## src/design/hcbp_pkg.sv

```systemverilog
`timescale 1ns / 1ps
// ----------------------------------------------------------------------------
// hcbp_pkg: shared types and constants of the code bit packer
// Mode codes, field widths, default parameter values and the result word.
// ----------------------------------------------------------------------------
package hcbp_pkg;

	localparam int MAX_CODE_LEN_DEF = 16;
	localparam int SYMBOL_COUNT_DEF = 256;

	localparam int CODE_W        = 16;
	localparam int LEN_W         = 5;
	localparam int BYTE_LAST_BIT = 7;
	localparam int FIFO_DEPTH    = 4;

	localparam logic [1:0] MODE_LOAD   = 2'd0;
	localparam logic [1:0] MODE_ENCODE = 2'd1;
	localparam logic [1:0] MODE_FLUSH  = 2'd2;

	typedef struct packed {
		logic [BYTE_LAST_BIT:0] data;
		logic [2:0]             pad;
		logic                   stream_end;
		logic                   last;
	} result_t;

	// up to two result words enter the output queue per cycle; b only with a
	typedef struct packed {
		logic    push_a;
		logic    push_b;
		result_t res_a;
		result_t res_b;
	} fifo_push_t;

endpackage

```

## src/design/hcbp_out_fifo.sv

```systemverilog
`timescale 1ns / 1ps
// ----------------------------------------------------------------------------
// hcbp_out_fifo: result queue of the code bit packer
// Takes up to two words per cycle, hands out one word per cycle while out_stall is low.
// ----------------------------------------------------------------------------
module hcbp_out_fifo import hcbp_pkg::*; (
	input  logic       clk,
	input  logic       arst_n,
	input  fifo_push_t push,
	output logic       room2,
	output logic       out_valid,
	input  logic       out_stall,
	output result_t    head
);

	localparam int PTR_W = $clog2(FIFO_DEPTH);
	localparam int CNT_W = $clog2(FIFO_DEPTH + 1);

	result_t            mem_q [FIFO_DEPTH];
	logic [PTR_W-1:0]   wr_q;
	logic [PTR_W-1:0]   rd_q;
	logic [CNT_W-1:0]   cnt_q;
	logic [CNT_W-1:0]   n_push;
	logic               pop;

	assign pop       = out_valid && !out_stall;
	assign n_push    = CNT_W'(push.push_a) + CNT_W'(push.push_b);
	assign out_valid = (cnt_q != '0);
	assign room2     = (cnt_q <= CNT_W'(FIFO_DEPTH - 2));
	assign head      = mem_q[rd_q];

	always_ff @(posedge clk) begin
		if (push.push_a) begin
			mem_q[wr_q] <= push.res_a;
		end
		if (push.push_b) begin
			mem_q[wr_q + PTR_W'(1)] <= push.res_b;
		end
	end

	always_ff @(posedge clk or negedge arst_n) begin
		if (!arst_n) begin
			wr_q  <= '0;
			rd_q  <= '0;
			cnt_q <= '0;
		end else begin
			wr_q  <= wr_q + PTR_W'(n_push);
			rd_q  <= rd_q + PTR_W'(pop);
			cnt_q <= cnt_q + n_push - CNT_W'(pop);
		end
	end

	a_cnt_bound: assert property (@(posedge clk) disable iff (!arst_n)
		cnt_q <= CNT_W'(FIFO_DEPTH))
		else $error("output queue overfilled");

	a_push_order: assert property (@(posedge clk) disable iff (!arst_n)
		push.push_b |-> push.push_a)
		else $error("second word pushed without first");

	a_push_room: assert property (@(posedge clk) disable iff (!arst_n)
		push.push_a |-> room2)
		else $error("word pushed without room for two");

endmodule

```

## config.mk

```make
export PLATFORM = sky130hd
export DESIGN_NAME = hcbp_out_fifo
export DESIGN_NICKNAME = d
export VERILOG_FILES = /design/src/design/hcbp_pkg.sv /design/src/design/hcbp_out_fifo.sv
export SDC_FILE = /design/constraint.sdc
export NUM_CORES = 1
export LEC_CHECK = 0
export ABC_CLOCK_PERIOD_IN_PS = 3000
export CORE_MARGIN = 2
export CORE_UTILIZATION = 55
export CTS_BUF_LIST = sky130_fd_sc_hd__clkbuf_4 sky130_fd_sc_hd__clkbuf_8
export CTS_CLUSTER_DIAMETER = 60
export DETAILED_ROUTE_END_ITERATION = 10
export DONT_BUFFER_PORTS = 1
export PLACE_DENSITY = 0.75
export SETUP_SLACK_MARGIN = 0.2
export SYNTH_ARGS = -nofsm -noshare
export SYNTH_HDL_FRONTEND = slang
export SYNTH_SLANG_ARGS = --single-unit
```

## constraint.sdc

```tcl
create_clock -name clk -period 3 [get_ports clk]
set_input_delay 0.6 -clock clk [delete_from_list [all_inputs] [get_ports clk]]
set_output_delay 0.6 -clock clk [all_outputs]
set_load 0.01 [all_outputs]
```

Word-level counts from Yosys, hierarchy flattened
Memories as Yosys holds them, arrays and structs flattened.
Index checks and enable logic that the tools add are counted.
{"block": "totals", "out_inout_bits": 15, "register_bits": 7, "inputBits": 31, "elab_cells": 18, "n_memories": 1, "ram_bits": 52}
{"name": "mem_q", "depth": 4, "width": 13, "rd": 1, "rd_clocked_by_memory_dff": 0, "write_ports": 2, "line_no": "hcbp_out_fifo.sv:19", "source": "result_t mem_q [FIFO_DEPTH];"}
{"block": "op_classes", "order_cmp": 1, "n_reduce_logical": 3, "n_mux": 4, "n_addsub": 6}
{"cell": "1-bit 2-to-1 mux", "n": 4}
{"cell": "3-bit by 2-bit adder with 3-bit output", "n": 1}
{"cell": "3-bit by 2-bit less-or-equal comparator with 1-bit output, second input constant", "n": 1}
{"cell": "3-bit nonzero test", "n": 1}
{"cell": "3-bit by 1-bit subtractor with 3-bit output", "n": 1}
{"cell": "1-bit by 1-bit adder with 2-bit output", "n": 1}
{"cell": "2-bit by 1-bit adder with 2-bit output", "n": 1}
{"cell": "2-bit by 1-bit adder with 2-bit output, second input constant", "n": 1}
{"cell": "2-bit adder", "n": 1}
{"cell": "1-bit logical AND", "n": 1}
{"cell": "1-bit zero test", "n": 1}

Depth between registers and ports, before layout
{"block": "depth", "word_depth": 3, "mapped_depth": 8, "ltp_nobuf": 8}

Worst setup path before layout
OpenSTA, ideal clock, no wires.
{"block": "synth_timing", "kind": "flip-flop to flip-flop", "from": "register cnt_q[1]", "to": "register cnt_q[2]", "path_slack_ps": 825, "setup_ps": 123, "path_buffers": 0, "synth_period_minus_slack_ps": 2175, "stages_incl_launch_ff": 9, "required_ps": 2877, "arrival_ps": 2053, "cell_sequence": "dfrtp_1 -> or3_1 -> nor2b_1 -> ha_1 -> inv_1 -> ha_1 -> fa_1 -> xnor2_1 -> xnor2_1"}
{"block": "synth_between", "elab_chain_len": 3, "elab_cells_between_ends": 4, "cone_classes": "add/sub: 2; reduce/logical: 2"}
{"element": "start, declared", "line_no": "hcbp_out_fifo.sv:22", "source": "logic [CNT_W-1:0] cnt_q;"}
{"element": "start signal, assigned", "line_no": "hcbp_out_fifo.sv:49", "source": "cnt_q <= cnt_q + n_push - CNT_W'(pop);"}
{"element": "3-bit nonzero test", "line_no": "hcbp_out_fifo.sv:28", "source": "assign out_valid = (cnt_q != '0);"}
{"element": "named net out_valid", "line_no": "hcbp_out_fifo.sv:11", "source": "output logic out_valid,"}
{"element": "1-bit logical AND", "line_no": "hcbp_out_fifo.sv:26", "source": "assign pop = out_valid && !out_stall;"}
{"element": "3-bit by 1-bit subtractor with 3-bit output", "line_no": "hcbp_out_fifo.sv:49"}
The timed path passes the listed nets, and every way through them passes these cells.

Worst setup path after layout
Ends and elaborated chain as after synthesis.

==> impl_results.md <==
* Status: completed
* Endpoints failing hold at 0
* Final WL at 5489 um
* CP startpoint kind: flop
* Hold Path Class: in2reg
* Core Footprint at between 5000 and 6000 um^2
* Post-synthesis register bit count at 59
* Fmax at 435.5 MHz
* Worst path top cell family by delay: adder cells
* Synth top area cells: edfxtp_1 53%, mux2_2 20%, mux4_2 9.9%
* WP buf/inv at 1
* Yosys warning total at 0
* Fin Clk Skew at between 0.006 and 0.007 ns
* Register area at about 1700 um^2
* P_leak at between 1 and 1.5 nW
* Routed via count at around 1500
* Number of global-route vias before repair at about 1700
* First-pass iteration count of the detailed router at 4
* Die ar. at about 6000 um^2
* Async SR Flop Fraction at 11.86%
* Top Ports at 46
* Largest net degree at the start of global routing at 15
* Fraction of layout cells with a size suffix above 1 at 50.00%
* Initial Util at between 50% and 60%
* Gr usage total at around a fifth
* Final slew viol count at 0
* Area Growth Syn to Fin at 9.809%
* Multi-input gate area at ~1100 um^2
* Mapped Cells at roughly 160
* Worst path arrival time at ~2.6 ns
* Drc violations at 0
* Crit end category: flop
* CTS Buf Count at 9
* Peak supply drop at 617.8 uV
* Post-route ant nets at 0
* Syn Area/Cell at ~18 um^2
* Initial DRC Count at 85
* Avg WL per Cell at ~22 um
* Critical path required time at roughly 3.3 ns
* Die H at 77.20 um
* Fin crit share at between 70% and 80%
* Area of the mapped netlist at between 2000 and 3000 um^2
* IO buf count at 0
* Deepest clock path buffer count at 2
* Syn nets at 201
* Worst Slack Setup Final at a little over 0.7 ns
* Remaining Overflow, GRT at 0
* Power Dens Cells at about 1000 nW/um^2
* Fin Setup TNS at 0 ns
* Horiz. Die Dim at ~77 um
* H-tree level count at 3
* CTS tree: built
* Setup CP Type: reg2reg
* First-pass GRT wire length at 8825 um
* Count of cell types in the netlist at 23
* Reg clk slew, reported paths at 0.07 ns
* RSZ-0062 raised after global routing: false
* CP max FO at 3
* Post-CTS setup buffers at 0
* Max stage delay on crit path at 0.44 ns
* CP max stage cell: or3_1
* Dpl hpwl at between 3000 and 4000 um
* Final #Nets at around 210
* FILL cells at between 300 and 400
* Most frequently used flop master after synthesis: edfxtp_1
* Ant diodes at 0
* Antenna violations before repair at 0
* Setup violators final at 0
* Pre-CTS worst setup slack at 0.7191 ns
* Post-cts resize count at 0
* Worst slew margin at between 40 and 50%
* Gpl congestion at between 0.7 and 0.8
* Total power at 3.185 mW
* Hold Buf Count CTS at 1
* Post-DR vias/cell at roughly 6
* Max-cap violations at 0
* Final min period at approximately 2.3 ns
* Worst-margin pin slew at around 0.86 ns
* Number of synthesized flops with an enable pin at 52
* Top-area cell type share of the netlist area at 52.99%
* Post-synth top area cell: edfxtp_1
* Row count at 26
* Register area share after synthesis at around 59%
* Clock latency on the worst-skew pair at 0.34 ns
* Clk Tree Root Cell: clkbuf_8
* Critical path, cell by cell: or3_1 -> nor2b_1 -> ha_1 -> inv_1 -> ha_1 -> fa_1 -> xnor2_1 -> xnor2_1
* Clock sinks at between 50 and 60
* Post-synth top cells: 52 x edfxtp_1, 52 x mux2_2, 13 x mux4_2
[metal layers]
layer  vias up  global-route usage [%]  part of all wire (%)
met4         0                   11.79                   1.5
met5         -                       0                     0
met1       756                   24.56                    38
met3         8                   7.176                   8.6
li1        665                       -                     -
met2        66                   32.70                    51
[power by group]
| group | internal, mW | leakage, nW | switching, mW | total (mW) |
|---|---|---|---|---|
| Combinational | 0.518 | 0.468 | 0.538 | 1.06 |
| Sequential | 1.25 | 0.569 | 0.158 | 1.40 |
| Clock | 0.421 | 0.109 | 0.303 | 0.724 |
[worst paths after layout]
check	from	to	slack, ns	depth (start not counted)
max	cnt_q[1]	cnt_q[2]	0.70	8
min	push[22]	mem_q[1][9]	0.48	1
max reg2reg	cnt_q[1]	cnt_q[2]	0.70	8
min reg2reg	cnt_q[2]	cnt_q[2]	0.51	1
max in group asynchronous	arst_n	rd_q[1]	2.17	1
min in group asynchronous	arst_n	cnt_q[2]	0.59	1
[worst reg2reg max path, stage by stage (launching register included)]
cell     delay [ns]
dfrtp_1        0.39
or3_1          0.44
nor2b_1        0.18
ha_1           0.29
inv_1          0.05
ha_1           0.19
fa_1           0.38
xnor2_1        0.18
xnor2_1        0.13
[final cells by class]
class                      instances  area share [%]
clock buffer                      15           6.187
clock inverter                     1          0.1547
inverter                           7          0.8121
multi-input combinational         90           35.00
sequential                        59           53.67
tap                               70           2.707
timing repair buffer               6           1.469
[state kept, by name (all words and copies together), names as in the netlist]
signal	count
cnt_q	3
mem_q	52
rd_q	2
wr_q	2
[logic make-up (layout without fill, tap and decap cells)]
| kind of cell | after synthesis | count (layout) | share of synthesized area, % |
|---|---|---|---|
| compound gates | 3 | 3 | 0.5094 |
| xor+xnor | 5 | 5 | 1.486 |
| fa+ha+maj | 7 | 7 | 3.227 |
| buf+inv | 14 | 29 | 2.633 |
| flops | 59 | 59 | 58.94 |
| mux | 66 | 66 | 30.15 |
| simple gates | 9 | 9 | 3.058 |
[per-stage QoR]
stage	instance area, um^2	utilization [%]	hold WS [ns]	cells
finish	3236	62.95	0.4790	248
global route	3236	62.95	0.4592	248
CTS	3236	62.95	0.4616	248
detailed placement	3020	58.76	0.3045	231
global placement	3020	58.76	0.3046	231
floorplan	2947	-	0.3044	163
[cells in the final DEF, fill, tap and decap left out, drive strengths merged]
master | synthesis | final
o21ai | 2 | 2
a21oi | 1 | 1
clkinv | 0 | 1
or3 | 1 | 1
xor2 | 1 | 1
dfrtp | 7 | 7
fa | 1 | 1
mux2i | 1 | 1
nor3b | 1 | 1
inv | 7 | 7
nand3 | 1 | 1
nand3b | 2 | 2
ha | 6 | 6
xnor2 | 4 | 4
dlygate4sd3 | 0 | 1
mux4 | 13 | 13
nor2 | 2 | 2
clkbuf | 0 | 15
nand2b | 1 | 1
nor2b | 1 | 1
edfxtp | 52 | 52
buf | 7 | 5
mux2 | 52 | 52
(Power assumes the default switching activity.)
